### src/amq_sqrt_cell.sv
// One cell of a pipelined integer square root: retires one root bit per cycle.
// Standalone; chained in the top level.
module amq_sqrt_cell #(
   parameter int RW = 32
) (
   input  logic            clock,
   input  logic [RW+1:0]   prev_rem,
   input  logic [RW-1:0]   prev_root,
   input  logic [2*RW-1:0] prev_rad,
   output logic [RW+1:0]   rem_ff,
   output logic [RW-1:0]   root_ff,
   output logic [2*RW-1:0] rad_ff
);

   logic [RW+3:0]   remx;
   logic [RW+3:0]   trial;
   logic            ge;
   logic [RW+1:0]   rem_in;
   logic [RW-1:0]   root_in;
   logic [2*RW-1:0] rad_in;

   always_comb begin
      // bring down the next two radicand bits, try 4*root+1
      remx    = {prev_rem, prev_rad[2*RW-1 -: 2]};
      trial   = {2'b00, prev_root, 2'b01};
      ge      = (remx >= trial);
      rem_in  = ge ? (RW+2)'(remx - trial) : (RW+2)'(remx);
      root_in = {prev_root[RW-2:0], ge};
      rad_in  = {prev_rad[2*RW-3:0], 2'b00};
   end

   always_ff @(posedge clock) begin
      rem_ff  <= rem_in;
      root_ff <= root_in;
      rad_ff  <= rad_in;
   end

endmodule

### config.mk
export PLATFORM = sky130hd
export DESIGN_NAME = amq_sqrt_cell
export DESIGN_NICKNAME = d
export VERILOG_FILES = /design/src/amq_sqrt_cell.sv
export SDC_FILE = /design/constraint.sdc
export NUM_CORES = 1
export LEC_CHECK = 0
export ABC_AREA = 1
export BUFFER_PORTS_ARGS = -buffer_cell sky130_fd_sc_hd__clkbuf_2
export CAP_MARGIN = 20
export CORE_MARGIN = 1.5
export CORE_UTILIZATION = 45
export CTS_CLUSTER_SIZE = 20
export DETAILED_ROUTE_END_ITERATION = 8
export GPL_TIMING_DRIVEN = 1
export PLACE_DENSITY_LB_ADDON = 0.2
export SYNTH_ARGS = -nofsm -noshare
export SYNTH_HDL_FRONTEND = slang
export SYNTH_SLANG_ARGS = --single-unit
### constraint.sdc
create_clock -name clock -period 3.3 [get_ports clock]
set_input_delay 0.495 -clock clock [delete_from_list [all_inputs] [get_ports clock]]
set_output_delay 0.495 -clock clock [all_outputs]
set_load 0.02 [all_outputs]
==> run summary <==
Iteration-0 DRC Markers: 336
io pins: 261
Final setup viols: 0
crit share post-route: 66.6%
fin area: 7650 um^2
TritonRoute pass-1 iters: 5
Pwr per Cell Area: 598 nW/um^2
Non-Filler Instances: 1227
crit path max fanout: 19
port bufs: 258
ANT cells: 0
gr ovfl total: 0
Final #Nets: 1212
count of different cell masters after synthesis: 25
final setup margin: 1.10 ns
static leakage power: 0.00450 uW
#FFs+latches synth: 128
Initial Util: 46.4%
vertical die dimension: 115 um
CTS tree: built
Post-Synth XOR/XNOR Area: 2.81%
Resized Gates After CTS: 0
Core Rows: 40
Area growth, synth to finish: 36.2%
DP Wirelength: 13200 um
pre-CTS setup slack: 0.715 ns
status: finished clean
fill count: 1132
register area: 2560 um^2
syn_area_per_cell: 7.25 um^2
main combinational cell family by area after synthesis: simple AND/OR/NAND/NOR gates
Max Slew Vio Count: 0
gpl congestion: 0.959
CTS Buffer Depth: 2
minimum clock period: 2.20 ns
count of final hold-check violations: 0
synth warn: 0
detailed-route DRC error count: 0
Root Buffer: clkbuf_16
Setup Buffers After CTS: 0
clk slew on worst S/H paths: 0.06 ns
core area: 12100 um^2
adder-cell share of the synthesized area: 7.57%
layout cells sized above 1: 28.6%
DP Area: 7070 um^2
Routed Antenna Nets: 0
initial antenna violation count: 0
CTS Buf Count: 17
Worst Setup End Kind: flop
simple-gate share of the synthesized area: 29.3%
Fin Setup TNS: 0 ns
vias in the first global route: 5163
CTS Sinks: 128
routed vias: 5493
WL final: 16300 um
first-pass GRT wire length: 25300 um
drt wl/cell: 13.3 um
RSZ-0062 raised after global routing: false
Mapped Cells: 775
Cell Area, Synth: 5620 um^2
sequential fraction of the synthesis area: 45.6%
CP arrival: 2.55 ns
H-tree levels: 4
area of the multi-input gates: 2460 um^2
kind of critical path: primary input to flop
CTS Hold Buffers Added: 0
VDD IR-drop max: 0.341 mV
largest net degree at the start of global routing: 34
fmax: 0.455 GHz
post-synthesis mux area share: 0%
Final Util: 63.2%
placed instance count: 1196
worst path required time: 3.65 ns
Via-to-Cell Ratio: 4.48
All-Layer GR Usage: 25.0%
Critical Path Start Type: primary input
Die X: 115 um
HP Class: primary input to flop
complex-gate fraction of the synthesized area: 3.94%
Max-Cap Viols: 0
die area: 13200 um^2
## cell usage in the layout (no fill, tap or decap), types with 15 or more instances in the layout
cell | Yosys | layout
a21oi_1 | 25 | 25
clkbuf_16 | 0 | 17
clkbuf_2 | 0 | 258
dfxtp_1 | 128 | 128
ha_1 | 34 | 34
inv_1 | 139 | 139
nand2_1 | 288 | 288
nand3_1 | 38 | 38
nor2_1 | 49 | 49
xor2_1 | 15 | 15
## power breakdown
part,total (uW),internal [uW],switching [uW]
registers,1730,1690,36.5
logic,975,336,639
clock network,1870,1200,667
total,4570,3230,1340
## flip-flops by register name, summed over array words and instances (netlist names)
name and cells:
root_ff 32, rad_ff 62, rem_ff 34
## worst max-delay path, stage by stage
cell and delay, ns:
clkbuf_2 0.09, inv_1 0.04, ha_1 0.34, nand2_1 0.14
nor2_2 0.21, nand2_1 0.07, nor2_1 0.16, nand2_1 0.09
a21oi_2 0.12, nor2_1 0.07, nand2_4 0.20, buf_4 0.29
nand3_1 0.14, nand2_1 0.10
## synth_stat cells, drive strengths merged
cell / instances / share of area, %
ha: 34 / 7.6
xnor2: 3 / 0.47
nand2: 291 / 20
inv: 140 / 9.4
buf: 8 / 1.3
a21oi: 26 / 2.4
o21bai: 3 / 0.40
nand3b: 4 / 0.53
and2: 3 / 0.33
xor2: 15 / 2.3
dfxtp: 128 / 46
nor2: 57 / 4.2
nand3: 39 / 3.6
nand4: 6 / 0.67
or2: 1 / 0.11
o21ai: 13 / 1.2
nor3: 3 / 0.27
conb: 1 / 0.067
## stage by stage
step                total power (uW)  hold WS [ns]
floorplan                       2380         0.523
global placement                2730         0.597
detailed placement              2740         0.599
CTS                             4610         0.169
global route                    4810         0.161
finish                          4570         0.182
## cell families after synthesis
| logic type | Yosys count |
|---|---|
| adders and majority gates | 34 |
| buffers and inverters | 148 |
| AOI/OAI and AO/OA | 42 |
| DFF | 128 |
| xor gates and xnor gates | 18 |
| and+or+nand+nor | 404 |
| other | 1 |
## metal layers
layer	up-vias	wire (um)	GRT usage, %
li1	2882	-	-
met1	2363	6480	28.5
met2	226	8280	45.5
met3	22	1310	6.99
met4	0	280	7.74
met5	-	0	0
## area by class of cell
type	instances	share of cell area, %
clock buffer	21	5.89
tap	168	2.75
inverter	140	6.90
timing repair buffer	260	17.1
sequential	128	33.5
multi-input combinational	500	32.1
clock inverter	10	1.78
## worst paths after layout
path | start | to | depth (start not counted)
setup / recovery | prev_root[12] | rem_ff[19] | 14
hold / removal | prev_rad[35] | rad_ff[37] | 1
Power figures use the tool's default switching activity.
