==> config.mk <==
export PLATFORM = sky130hd
export DESIGN_NAME = amq_delay
export DESIGN_NICKNAME = d
export VERILOG_FILES = /design/src/amq_delay.sv
export SDC_FILE = /design/constraint.sdc
export NUM_CORES = 1
export LEC_CHECK = 0
export ABC_AREA = 1
export BUFFER_PORTS_ARGS = -buffer_cell sky130_fd_sc_hd__buf_2
export CAP_MARGIN = 5
export CORE_MARGIN = 4
export CORE_UTILIZATION = 45
export DETAILED_ROUTE_END_ITERATION = 16
export HOLD_SLACK_MARGIN = 0.1
export PLACE_DENSITY_LB_ADDON = 0.1
export SLEW_MARGIN = 10
export SYNTH_ARGS = -nofsm -noshare
export SYNTH_HDL_FRONTEND = slang
export SYNTH_SLANG_ARGS = --single-unit
==> constraint.sdc <==
create_clock -name clock -period 0.8 [get_ports clock]
set_input_delay 0.24 -clock clock [delete_from_list [all_inputs] [get_ports clock]]
set_output_delay 0.24 -clock clock [all_outputs]
set_load 0.01 [all_outputs]
==> src/amq_delay.sv <==
// Fixed-depth register delay line that carries side data past a cell chain.
// Standalone; instanced in the top level.
module amq_delay #(
   parameter int W     = 8,
   parameter int DEPTH = 4
) (
   input  logic         clock,
   input  logic [W-1:0] din,
   output logic [W-1:0] dout
);

   logic [W-1:0] tap_ff [DEPTH];

   always_ff @(posedge clock) begin
      tap_ff[0] <= din;
      for (int i = 1; i < DEPTH; i++) begin
         tap_ff[i] <= tap_ff[i-1];
      end
   end

   assign dout = tap_ff[DEPTH-1];

endmodule

==> flow_metrics.env <==
export IMPL_drt_initial_drc_count=6
export IMPL_ys_types=1
export IMPL_crit_family="flip-flops"
export IMPL_viasPerCell=3.85
export IMPL_die_area_um2=2090
export IMPL_grt_overflow=0
export IMPL_clock_fmax_ghz=1.02
export IMPL_grt_pass1_wl_mm=1.19
export IMPL_nNetsFinal=72
export IMPL_use_met1=0.0781
export IMPL_layout_common_cells="dfxtp_1 (31), buf_2 (15), dlygate4sd3_1 (8)"
export IMPL_finalCritPeriodShare=1.22
export IMPL_fin_worst_skew_ns=0.00536
export IMPL_coreArea_um2=1320
export IMPL_crit_fanout=1
export IMPL_clockRootBuffer="clkbuf_4"
export IMPL_multi_input_area_um2=0
export IMPL_final_common_cell="dfxtp_1"
export IMPL_holdCritPathClass="register to register"
export IMPL_synth_top_cell_area_share=1.00
export IMPL_regToRegSetupSlack_ns=0.39
export IMPL_fin_crit_ns=0.976
export IMPL_yosysSeqAreaShare=1.00
export IMPL_ys_ff_latch=32
export IMPL_critPathBufInv=1
export IMPL_cp_cell_sequence="buf_6"
export IMPL_cp_start_kind="register"
export IMPL_status="complete, but fails checks"
export IMPL_timing_final_ws_setup_ns=-0.176
export IMPL_drv_cap=0
export IMPL_peakVddDrop_mv=1.88
export IMPL_worst_slew_pin_slew_ns=0.0849
export IMPL_track_usage=0.0910
export IMPL_worstSetupEndpointType="output pin"
export IMPL_fp_dieW_um=45.7
export IMPL_p_leak_nw=0.397
export IMPL_largest_reg_flops=32
export IMPL_setup_violations=8
export IMPL_cts_max_path_buffers=2
export IMPL_yosys_warnings=0
export IMPL_use_met3=0.0988
export IMPL_hold_depth=0
export IMPL_grt_max_degree=10
export IMPL_die_y_um=45.7
export IMPL_drt_wl_total_um=741
export IMPL_r2r_end="tap_ff[2][7]"
export IMPL_finalPower_w=0.00254
export IMPL_cpPeakStageDelay_ns=0.33
export IMPL_cp_arrival_ns=0.74
export IMPL_report_final_hold_viol_count=0
export IMPL_cts_tree="built"
export IMPL_netlist_area_um2=641
export IMPL_multi_input_gates=0
export IMPL_drtAntennaViolNets=0
export IMPL_reg_top3="tap_ff x32"
export IMPL_violations="negative setup slack"
export IMPL_num_antenna_cells=0
export IMPL_cp_required_ns=0.56
export IMPL_first_global_vias=302
export IMPL_dp_cells=63
export IMPL_critPathSlowestCell="dfxtp_2"
export IMPL_rr_worst_depth=0
export IMPL_clk_latency_ns=0.30
export IMPL_antenna_found_initial=0
export IMPL_min_to="tap_ff[2][6]"
export IMPL_grt_busiest_layer="met2"
export IMPL_drive_gt1_frac=0.365
export IMPL_area_delta_synth_final_pct=36.3
export IMPL_synth_area_leader_cell="dfxtp_1"
export IMPL_rows=13
export IMPL_synthesis_instances=32
export IMPL_relSlewSlack=0.943
export IMPL_use_met2=0.136
export IMPL_initial_utilization=0.486
export IMPL_path_class="register to output pin"
export IMPL_synth_area_leaders="dfxtp_1 (100%)"
export IMPL_rsz0062_at_grt="yes"
export IMPL_reg2reg_from="tap_ff[1][7]"
export IMPL_largest_register="tap_ff"
export IMPL_finalNonFillerCells=78
export IMPL_slew_viol_final=0
export IMPL_post_place_ws_ns=0.142
export IMPL_pin_count=17
export IMPL_clk_pin_slew_ns=0.08
export IMPL_syn_num_nets=41
export IMPL_htree_levels=2
export IMPL_first_pass_iters=2
export IMPL_p_per_area_nw_per_um2=2900
export IMPL_drc=0
export IMPL_gp_congestion=0.553
export IMPL_wire_per_inst_um=9.50
export IMPL_syn_avg_cell_area_um2=20.0
export IMPL_numPortBuffers=16
export IMPL_cts_setup_buffers=0
export IMPL_hold_path_startpoint="tap_ff[1][6]"
export IMPL_cts_buffers=5
export IMPL_cts_sinks=32
export IMPL_vias=300
==> cells by family (layout without fill, tap and decap cells) <==
logic type,after synthesis,after routing,share of synthesized area
buffers and inverters,0,31,0
DFF,32,32,1.00
==> synthesized netlist by cell type (all sizes together) <==
cell / count
dfxtp: 32
==> how the worst max path moves through the flow <==
stage | from | slack [ns] | endpoint | cells past startpoint
4_1_cts | tap_ff[3][2] | -0.20 | dout[2] | 1
3_5_place_dp | tap_ff[3][2] | 0.14 | dout[2] | 1
5_1_grt | tap_ff[3][1] | -0.23 | dout[1] | 1
2_1_floorplan | tap_ff[3][0] | 0.23 | dout[0] | 0
3_3_place_gp | tap_ff[3][1] | 0.16 | dout[1] | 1
6_report | tap_ff[3][2] | -0.18 | dout[2] | 1
==> what timing repair did <==
item                                   CTS  global route
hold buffers                             8             0
endpoints found under the hold margin    8             0
gates resized for setup                  0             2
setup endpoints to repair                8             8
==> power breakdown <==
part / leakage, nW / internal (W) / switching [W]
registers: 0.270 / 0.00168 / 0.0000171
logic: 0.0985 / 0.0000555 / 0.0000271
clock network: 0.0281 / 0.000323 / 0.000437
==> cell type report <==
type | instances | area, um2
clock inverter | 1 | 5.00
tap | 15 | 18.8
timing repair buffer | 24 | 166
clock buffer | 6 | 41.3
sequential | 32 | 642
fill | 101 | 444
==> per-stage QoR <==
step | hold slack [ns] | utilization | TNS (ns) | instance area [um2]
floorplan | 0.268 | - | 0 | 641
global placement | 0.310 | 0.561 | 0 | 739
detailed placement | 0.312 | 0.561 | 0 | 739
CTS | 0.325 | 0.657 | -1.51 | 866
global route | 0.342 | 0.663 | -1.75 | 873
finish | 0.325 | 0.663 | -1.36 | 873
==> metal layers <==
metal | vias to the layer above | share of wire
met2 | 21 | 0.45
met3 | 0 | 0.16
met5 | - | 0
met4 | 0 | 0
li1 | 158 | -
met1 | 121 | 0.40
(Power assumes the default switching activity.)
