**src/amq_div_cell.sv**
```systemverilog
// One cell of a pipelined restoring divider: retires one quotient bit per cycle.
// Standalone; chained in the top level.
module amq_div_cell #(
   parameter int DW = 32,
   parameter int QW = 15
) (
   input  logic          clock,
   input  logic [DW-1:0] prev_rem,
   input  logic [DW-1:0] prev_den,
   input  logic [QW-1:0] prev_quo,
   input  logic [QW-1:0] prev_num,
   output logic [DW-1:0] rem_ff,
   output logic [DW-1:0] den_ff,
   output logic [QW-1:0] quo_ff,
   output logic [QW-1:0] num_ff
);

   logic [DW:0]   t;
   logic [DW:0]   diff;
   logic          ge;
   logic [DW-1:0] rem_in;
   logic [QW-1:0] quo_in;
   logic [QW-1:0] num_in;

   always_comb begin
      t      = {prev_rem, prev_num[QW-1]};
      diff   = t - {1'b0, prev_den};
      ge     = (t >= {1'b0, prev_den});
      rem_in = ge ? diff[DW-1:0] : t[DW-1:0];
      quo_in = {prev_quo[QW-2:0], ge};
      num_in = {prev_num[QW-2:0], 1'b0};
   end

   always_ff @(posedge clock) begin
      rem_ff <= rem_in;
      den_ff <= prev_den;
      quo_ff <= quo_in;
      num_ff <= num_in;
   end

endmodule

```
**config.mk**
```make
export PLATFORM = sky130hd
export DESIGN_NAME = amq_div_cell
export DESIGN_NICKNAME = d
export VERILOG_FILES = /design/src/amq_div_cell.sv
export SDC_FILE = /design/constraint.sdc
export NUM_CORES = 1
export LEC_CHECK = 0
export BUFFER_PORTS_ARGS = -buffer_cell sky130_fd_sc_hd__buf_2
export CORE_MARGIN = 3
export CORE_UTILIZATION = 51
export DETAILED_ROUTE_END_ITERATION = 7
export PLACE_DENSITY = 0.93
export SYNTH_ARGS = -nofsm -noshare
export SYNTH_HDL_FRONTEND = slang
export SYNTH_SLANG_ARGS = --single-unit
```
**constraint.sdc**
```tcl
create_clock -name clock -period 9.7 [get_ports clock]
set_clock_uncertainty 0.2 [all_clocks]
set_input_delay 2.425 -clock clock [delete_from_list [all_inputs] [get_ports clock]]
set_output_delay 2.425 -clock clock [all_outputs]
set_load 0.02 [all_outputs]
```
==> qor.yml, run 1 <==
synth_top_family_by_area: "compound AO/OA/AOI/OAI gates"
post_cts_resized: 0
ant_nets: 0
routed_wl_um: 11400
postLayoutCoreUtil_pct: 67.9
cp.required_ps: 9750
numCtsBuffers: 9
start_util_pct: 53.5
crit_path_max_incr_delay_ps: 930
seq_area_um2: 1860
grt_use_total_pct: 23.2
fp.dieW_um: 96.8
tns_ps: 0
core_um2: 7850
antenna_cells: 0
synthSimpleGateAreaFrac_pct: 12.5
antenna_found_initial: 0
synth_edf_count: 0
max_freq_ghz: 0.182
rsz0062_at_grt: "false"
fin_crit_ps: 5480
root_buffer: "clkbuf_8"
dp_hpwl_um: 8930
crit_chain: "buf_2 > inv_1 > ha_1 > and3_1 > nand4_1 > nor4b_1 > a21o_1 > o21a_2 > o21ai_0 > o21a_1"
cts_tree: "built"
ys_ff_latch: 93
post-cts-setup-buffers: 0
final_common_cell: "buf_2"
hold_violations: 0
synth_nets: 582
avgRoutedWirePerCell_um: 15.3
ios: 189
viasPerCell: 5.37
drtPass1Iterations: 5
num_rows: 32
gr-total-overflow: 0
ir_worst_vdd_uv: 119
cp.arrival_ps: 5530
die_area_um2: 9360
critPathKind: "in2reg"
end_kind: "flop"
most-common-layout-cells: "buf_2 (186), dfxtp_1 (93), a21oi_1 (54)"
worstHoldPathType: "in2reg"
finalSetupViolCount: 0
p_per_area_nw_per_um2: 184
fin_cells: 740
slew_headroom_pct: 21.5
drt_iter0_drc: 195
vias: 3976
cpMaxStageDelayCell: "o21a_2"
post_synth_xor_area_fraction_pct: 5.42
hold_end: "quo_ff[2]"
multi_input_area_um2: 2050
synth-async-reset-ratio_pct: 0
finalInstanceArea_um2: 5330
critPathBufInv: 2
clkTransAtPathRegs_ps: 100
syn_avg_cell_area_um2: 9.25
synthFlopType: "dfxtp_1"
place_congestion: 0.903
synth_compound_area_share_pct: 17.4
critPathLaunchType: "primary input"
drv_cap: 0
cp_top_family: "compound AO/OA/AOI/OAI gates"
io_buffers: 186
layout-drive-gt1-share_pct: 34.0
timing.final.crit_share_pct: 56.5
drv_slew: 0
synthToLayoutAreaGrowth_pct: 26.9
route.detailed.drc: 0
yosysWarnings: 0
grt_pass1_vias: 3934
syn_area_um2: 4200
place_area_um2: 5140
hold_depth: 1
syn_inst: 454
synth_fa_ha_area_share_pct: 10.0
die_y_um: 96.8
cts.sinks: 93
clockBufferDepth: 2
ys_seq_area_share_pct: 44.3
grt_pass1_wl_um: 18100
place_inst: 724
synthMuxAreaShare_pct: 3.34
grt_start_max_net_pins: 57
outcome: "finished clean"
crit_fanout: 56
tightest_slew_ps: 1180
hold_start: "prev_quo[1]"
htree_num_levels: 3
power.leakage_uw: 0.00272
nets: 761
ctsHoldBuffers: 0
ys_types: 50
worst_hold_slack_ps: 1960
fillerInstances: 631
## report_power, final
| part | leakage [uW] | total (uW) | switching [uW] | internal (uW) |
|---|---|---|---|---|
| Combinational | 0.00184 | 298 | 182 | 116 |
| Sequential | 0.000785 | 436 | 10.2 | 426 |
| Clock | 0.0000914 | 248 | 143 | 104 |
## metal layers
metal / up-vias / GRT usage (%) / wire (um)
met2: 205 / 42.0 / 5860
met4: 0 / 7.45 / 236
met3: 30 / 6.99 / 844
li1: 1914 / - / -
met5: - / 0 / 0
met1: 1827 / 25.7 / 4420
## stage by stage
step,total power [uW],worst slack [ps]
2_1_floorplan,647,4860
3_3_place_gp,727,3980
5_1_grt,1030,4050
3_5_place_dp,739,3900
4_1_cts,986,4240
6_report,981,4220
## registers in the layout, indices dropped and copies added (netlist names)
signal	flops
den_ff	32
rem_ff	32
quo_ff	15
num_ff	14
## how the worst max path moves through the flow
stage	from	endpoint	cells past startpoint
after CTS	prev_den[23]	rem_ff[3]	10
after floorplan	prev_den[23]	rem_ff[14]	11
final	prev_den[23]	rem_ff[3]	10
after global routing	prev_den[23]	rem_ff[3]	10
after detailed placement	prev_den[23]	rem_ff[3]	10
after global placement	prev_den[23]	rem_ff[3]	10
## synthesized netlist by cell type, types with 7 or more instances
| cell | n | share of area [%] |
|---|---|---|
| ha_1 | 32 | 9.5 |
| a21oi_1 | 54 | 6.4 |
| nand2_1 | 24 | 2.1 |
| nand2b_1 | 7 | 1.0 |
| xnor2_1 | 16 | 3.3 |
| nor2_1 | 37 | 3.3 |
| dfxtp_1 | 93 | 44 |
| xor2_1 | 10 | 2.1 |
| inv_1 | 46 | 4.1 |
| mux2_4 | 8 | 2.9 |
| o31ai_1 | 7 | 1.3 |
| nand3_1 | 8 | 0.95 |
| a21o_1 | 8 | 1.4 |
| o21ai_0 | 17 | 2.0 |
| nand4_1 | 8 | 1.2 |
## logic make-up after synthesis
logic type | after synthesis
and+or+nand+nor | 107
DFF | 93
adders and majority gates | 33
muxes | 10
xor gates and xnor gates | 26
AOI/OAI and AO/OA | 120
buffers and inverters | 64
other | 1
## final cells by class
type,instances,share of cell area [%]
multi-input cells,297,38.4
well taps,102,2.39
inverters,46,3.24
repair buffers,186,17.5
clock inverters,6,0.986
clock buffers,10,2.58
flip-flops and latches,93,34.9
Note: power is estimated with default switching activity, not from simulation.
==> inputs of run 2 (changes only) <==
--- a/config.mk
+++ b/config.mk
@@ -7,9 +7,9 @@
 export LEC_CHECK = 0
 export BUFFER_PORTS_ARGS = -buffer_cell sky130_fd_sc_hd__buf_2
 export CORE_MARGIN = 3
-export CORE_UTILIZATION = 51
+export CORE_UTILIZATION = 47
 export DETAILED_ROUTE_END_ITERATION = 7
-export PLACE_DENSITY = 0.93
+export PLACE_DENSITY = 0.87
 export SYNTH_ARGS = -nofsm -noshare
 export SYNTH_HDL_FRONTEND = slang
 export SYNTH_SLANG_ARGS = --single-unit
==> constraint.sdc (replaced) <==
create_clock -name clock -period 5.65 [get_ports clock]
set_clock_uncertainty 0.2 [all_clocks]
set_input_delay 1.4125 -clock clock [delete_from_list [all_inputs] [get_ports clock]]
set_output_delay 1.4125 -clock clock [all_outputs]
set_load 0.02 [all_outputs]
==> qor.yml, run 2 (synthesis results as in run 1) <==
crit_fanout: 37  # was 56
cp_top_family: "compound AO/OA/AOI/OAI gates"  # unchanged
final_common_cell: "buf_2"  # unchanged
die_area_um2: 10100  # was 9360 um2
numCtsBuffers: 9  # unchanged
fillerInstances: 715  # was 631
cpMaxStageDelayCell: "o21a_2"  # unchanged
hold_start: "prev_num[1]"  # was prev_quo[1]
largestRegisters: "den_ff: 32 flops, rem_ff: 32 flops, quo_ff: 15 flops"  # unchanged
setup_ws_ps: 1300  # was 4220 ps
cp.arrival_ps: 4420  # was 5530 ps
critPathKind: "in2reg"  # unchanged
num_rows: 33  # was 32
cts_tree: "built"  # unchanged
place_ws_ps: 1020  # was 3900 ps
cts.sinks: 93  # unchanged
core_um2: 8460  # was 7850 um2
p_per_area_nw_per_um2: 311  # was 184 nW/um2
root_buffer: "clkbuf_8"  # unchanged
slew_headroom_pct: 41.5  # was 21.5%
hold_depth: 1  # unchanged
timing.final.crit_share_pct: 77.0
hold_end: "num_ff[2]"  # was quo_ff[2]
htree_num_levels: 3  # unchanged
most-common-layout-cells: "buf_2 (186), dfxtp_1 (93), a21oi_1 (54)"  # unchanged
ctsHoldBuffers: 0  # unchanged
fp.dieW_um: 101  # was 96.8 um
drtPass1Iterations: 4  # was 5
drv_slew: 0  # unchanged
vias: 3843  # was 3976
grt_start_max_net_pins: 38  # was 57
max_freq_ghz: 0.230
outcome: "finished clean"  # unchanged
synthToLayoutAreaGrowth_pct: 27.4  # was 26.9%
nets: 764  # was 761
antenna_cells: 0  # unchanged
crit_path_max_incr_delay_ps: 730  # was 930 ps
route.detailed.drc: 0  # unchanged
finalSetupViolCount: 0  # unchanged
cp.required_ps: 5720  # was 9750 ps
drv_cap: 0  # unchanged
dp_hpwl_um: 8480  # was 8930 um
grt_use_total_pct: 19.8  # was 23.2%
grt_pass1_vias: 3567  # was 3934
ios: 189  # unchanged
tns_ps: 0  # unchanged
drt_iter0_drc: 129  # was 195
antenna_found_initial: 0  # unchanged
tightest_slew_ps: 878  # was 1180 ps
die_y_um: 101  # was 96.8 um
end_kind: "flop"  # unchanged
seq_area_um2: 1860  # unchanged
ant_nets: 0  # unchanged
power.leakage_uw: 0.00273  # was 0.00272 uW
clkTransAtPathRegs_ps: 100  # about the same
fin_crit_ps: 4350
postLayoutCoreUtil_pct: 63.2  # was 67.9%
gr-total-overflow: 0  # unchanged
routed_wl_um: 10500  # was 11400 um
hold_violations: 0  # unchanged
crit_chain: "buf_2 > inv_1 > ha_1 > and3_1 > nand4_1 > nor4b_1 > a21o_1 > o21a_2 > buf_4 > nor2_1 > a21oi_1"  # was buf_2 > inv_1 > ha_1 > and3_1 > nand4_1 > nor4b_1 > a21o_1 > o21a_2 > o21ai_0 > o21a_1
critPathBufInv: 3  # was 2
worstHoldPathType: "in2reg"  # unchanged
io_buffers: 186  # unchanged
grt_pass1_wl_um: 16100  # was 18100 um
post-cts-setup-buffers: 0  # unchanged
clockBufferDepth: 2  # unchanged
layout-drive-gt1-share_pct: 34.3  # was 34.0%
avgRoutedWirePerCell_um: 14.1  # was 15.3 um
place_congestion: 0.942  # was 0.903
ir_worst_vdd_uv: 170  # was 119 uV
multi_input_area_um2: 2050  # unchanged
critPathLaunchType: "primary input"  # unchanged
post_cts_resized: 0  # unchanged
viasPerCell: 5.15  # was 5.37
start_util_pct: 49.6  # was 53.5%
rsz0062_at_grt: "false"  # unchanged
-- run 2: cell count changes in the layout (fill, tap and decap cells not counted) --
cell        change
clkinv_2        +2
clkinv_8        +1
clkbuf_8        -1
buf_4           +3
inv_8           -1
clkinvlp_4      -1
-- run 2: where the power goes --
| part | internal, uW | switching (uW) |
|---|---|---|
| Sequential | 731 | 15.9 |
| Clock | 166 | 244 |
| Combinational | 201 | 305 |
| Total | 1100 | 565 |
-- run 2: layer usage --
layer,vias up,share of wire (%),GRT usage (%)
li1,1921,-,-
met1,1729,40,22.6
met2,180,50,35.9
met3,13,8.7,5.05
met4,0,1.5,6.32
met5,-,0,0
-- run 2: worst max path at each step --
| stage | start | endpoint | cells past startpoint | slack (ps) |
|---|---|---|---|---|
| after floorplan | prev_den[23] | rem_ff[14] | 11 | 1820 |
| after global placement | prev_den[23] | rem_ff[15] | 11 | 1130 |
| after detailed placement | prev_den[24] | rem_ff[8] | 11 | 1020 |
| after CTS | prev_den[24] | rem_ff[8] | 11 | 1370 |
| after global routing | prev_den[23] | rem_ff[15] | 11 | 1140 |
| final | prev_den[24] | rem_ff[8] | 11 | 1300 |
-- run 2: final cells by class --
type                    instances  share of cell area, %
flip-flops and latches         93                   34.8
inverters                      46                   3.23
clock inverters                 7                   1.12
well taps                     105                   2.45
clock buffers                   9                   2.31
multi-input cells             297                   38.3
repair buffers                189                   17.8
-- run 2: metrics by stage --
step           hold WS [ps]  total power, uW  instance area, um2  std cells
2_1_floorplan          1240             1110                4200        454
3_3_place_gp           1310             1250                5170        730
3_5_place_dp           1320             1270                5170        730
4_1_cts                 938             1680                5350        746
5_1_grt                 927             1760                5350        746
6_report                957             1660                5350        746
==> inputs of run 3 (changes only) <==
--- a/config.mk
+++ b/config.mk
@@ -7,9 +7,9 @@
 export LEC_CHECK = 0
 export BUFFER_PORTS_ARGS = -buffer_cell sky130_fd_sc_hd__buf_2
 export CORE_MARGIN = 3
-export CORE_UTILIZATION = 47
+export CORE_UTILIZATION = 43
 export DETAILED_ROUTE_END_ITERATION = 7
-export PLACE_DENSITY = 0.87
+export PLACE_DENSITY = 0.84
 export SYNTH_ARGS = -nofsm -noshare
 export SYNTH_HDL_FRONTEND = slang
 export SYNTH_SLANG_ARGS = --single-unit
==> constraint.sdc (replaced) <==
create_clock -name clock -period 4 [get_ports clock]
set_clock_uncertainty 0.2 [all_clocks]
set_input_delay 1 -clock clock [delete_from_list [all_inputs] [get_ports clock]]
set_output_delay 1 -clock clock [all_outputs]
set_load 0.02 [all_outputs]
==> qor.yml, run 3 (synthesis results as in run 1) <==
die_y_um: 105  # was 101 um
crit_fanout: 7  # was 37
root_buffer: "clkbuf_8"  # unchanged
postLayoutCoreUtil_pct: 58.0  # was 63.2%
post_cts_resized: 0  # unchanged
routed_wl_um: 10800  # was 10500 um
crit_chain: "buf_2 > inv_1 > ha_1 > nand2_1 > o21a_1 > a2111oi_0 > o31ai_1 > a21oi_2 > a211oi_1 > xnor2_1 > mux2_4"  # was buf_2 > inv_1 > ha_1 > and3_1 > nand4_1 > nor4b_1 > a21o_1 > o21a_2 > buf_4 > nor2_1 > a21oi_1
grt_start_max_net_pins: 30  # was 38
end_kind: "flop"  # unchanged
io_buffers: 186  # unchanged
ant_nets: 0  # unchanged
grt_use_total_pct: 19.7  # was 19.8%
fin_cells: 773  # was 746
p_seq_share_pct: 44.0  # was 44.9%
ir_worst_vdd_uv: 186  # was 170 uV
place_inst: 757  # was 730
pwr-share-clk_pct: 25.5  # was 24.7%
antenna_cells: 0  # unchanged
crit_path_max_incr_delay_ps: 530  # was 730 ps
start_util_pct: 44.8  # was 49.6%
htree_num_levels: 3  # unchanged
hold_end: "quo_ff[6]"  # was num_ff[2]
nets: 767  # was 764
max_freq_ghz: 0.273
p_int_uw: 1570  # was 1100 uW
clockBufferDepth: 2  # unchanged
place_area_um2: 5250  # was 5170 um2
synthToLayoutAreaGrowth_pct: 29.3  # was 27.4%
hold_depth: 1  # unchanged
outcome: "finished clean"  # unchanged
core_um2: 9370  # was 8460 um2
most-common-layout-cells: "buf_2 (186), dfxtp_1 (93), a21oi_1 (54)"  # unchanged
ctsHoldBuffers: 0  # unchanged
vias: 3825  # was 3843
route.detailed.drc: 0  # unchanged
avgRoutedWirePerCell_um: 14.0  # was 14.1 um
gr-total-overflow: 0  # unchanged
cp.required_ps: 4050  # was 5720 ps
drv_slew: 0  # unchanged
fp.dieW_um: 105  # was 101 um
tns_ps: 0  # unchanged
die_area_um2: 11000  # was 10100 um2
cts.sinks: 93  # unchanged
p_sw_uw: 830  # was 565 uW
dp_hpwl_um: 8600  # was 8480 um
slew_headroom_pct: 57.0  # was 41.5%
finalInstanceArea_um2: 5430  # was 5350 um2
rsz0062_at_grt: "false"  # unchanged
drt_iter0_drc: 152  # was 129
place_congestion: 0.872  # was 0.942
critPathLaunchType: "primary input"  # unchanged
antenna_found_initial: 0  # unchanged
ios: 189  # unchanged
swShare_pct: 34.6  # was 34.0%
tightest_slew_ps: 628  # was 878 ps
critPathKind: "in2reg"  # unchanged
worstHoldPathType: "in2reg"  # unchanged
grt_pass1_wl_um: 17700  # was 16100 um
largestRegisters: "den_ff: 32 flops, rem_ff: 32 flops, quo_ff: 15 flops"  # unchanged
cts_tree: "built"  # unchanged
comb_power_share_pct: 30.4  # about the same
drv_cap: 0  # unchanged
finalPower_uw: 2400  # was 1660 uW
grt_pass1_vias: 3802  # was 3567
fin_crit_ps: 3670
layout-drive-gt1-share_pct: 34.6  # was 34.3%
numCtsBuffers: 9  # unchanged
cp.arrival_ps: 3720  # was 4420 ps
final_common_cell: "buf_2"  # unchanged
cpMaxStageDelayCell: "a2111oi_0"  # was o21a_2
drtPass1Iterations: 5  # was 4
viasPerCell: 4.95  # was 5.15
timing.final.crit_share_pct: 91.7
post-cts-setup-buffers: 0  # unchanged
power.leakage_uw: 0.00276  # was 0.00273 uW
clkTransAtPathRegs_ps: 100  # about the same
hold_violations: 0  # unchanged
p_per_area_nw_per_um2: 441  # was 311 nW/um2
num_rows: 35  # was 33
hold_start: "prev_quo[5]"  # was prev_num[1]
finalSetupViolCount: 0  # unchanged
## run 3: how the worst max path moves through the flow
stage	startpoint	to	slack, ps	cells past startpoint
2_1_floorplan	prev_den[23]	rem_ff[14]	590	11
3_5_place_dp	prev_den[12]	rem_ff[30]	110	11
4_1_cts	prev_den[12]	rem_ff[30]	460	11
5_1_grt	prev_den[12]	rem_ff[30]	230	11
6_report	prev_den[13]	rem_ff[30]	330	11
3_3_place_gp	prev_rem[19]	rem_ff[31]	180	10
## run 3: area by class of cell
type,instances,area [um2]
multi-input cells,297,2050
fillers,841,3940
flip-flops and latches,93,1860
clock buffers,9,124
well taps,129,161
repair buffers,192,1000
clock inverters,7,62.6
inverters,46,173
## run 3: layer usage
metal,vias to the layer above,track usage (%),share of wire [%]
li1,1919,-,-
met1,1722,23.8,43
met2,163,33.4,48
met3,21,6.05,6.9
met4,0,6.28,1.9
met5,-,0,0
## run 3: critical path, delay by kind of cell
family	cells	cell delay (ps)
adders and majority gates	1	400
xor gates and xnor gates	1	160
and+or+nand+nor	1	150
buffers and inverters	2	110
AOI/OAI and AO/OA	5	1630
muxes	1	260
## run 3: per-stage QoR
stage | worst slack (ps) | hold WS, ps
2_1_floorplan | 587 | 828
3_3_place_gp | 181 | 902
3_5_place_dp | 113 | 904
4_1_cts | 457 | 516
5_1_grt | 226 | 492
6_report | 334 | 528
## run 3: power groups by stage
stage | registers, uW | logic (uW) | clock network [uW]
after floorplan | 1220 | 347 | 0
after global placement | 1080 | 709 | 0
after detailed placement | 1080 | 727 | 0
after CTS | 1060 | 732 | 629
after global routing | 1070 | 798 | 677
final | 1060 | 730 | 612
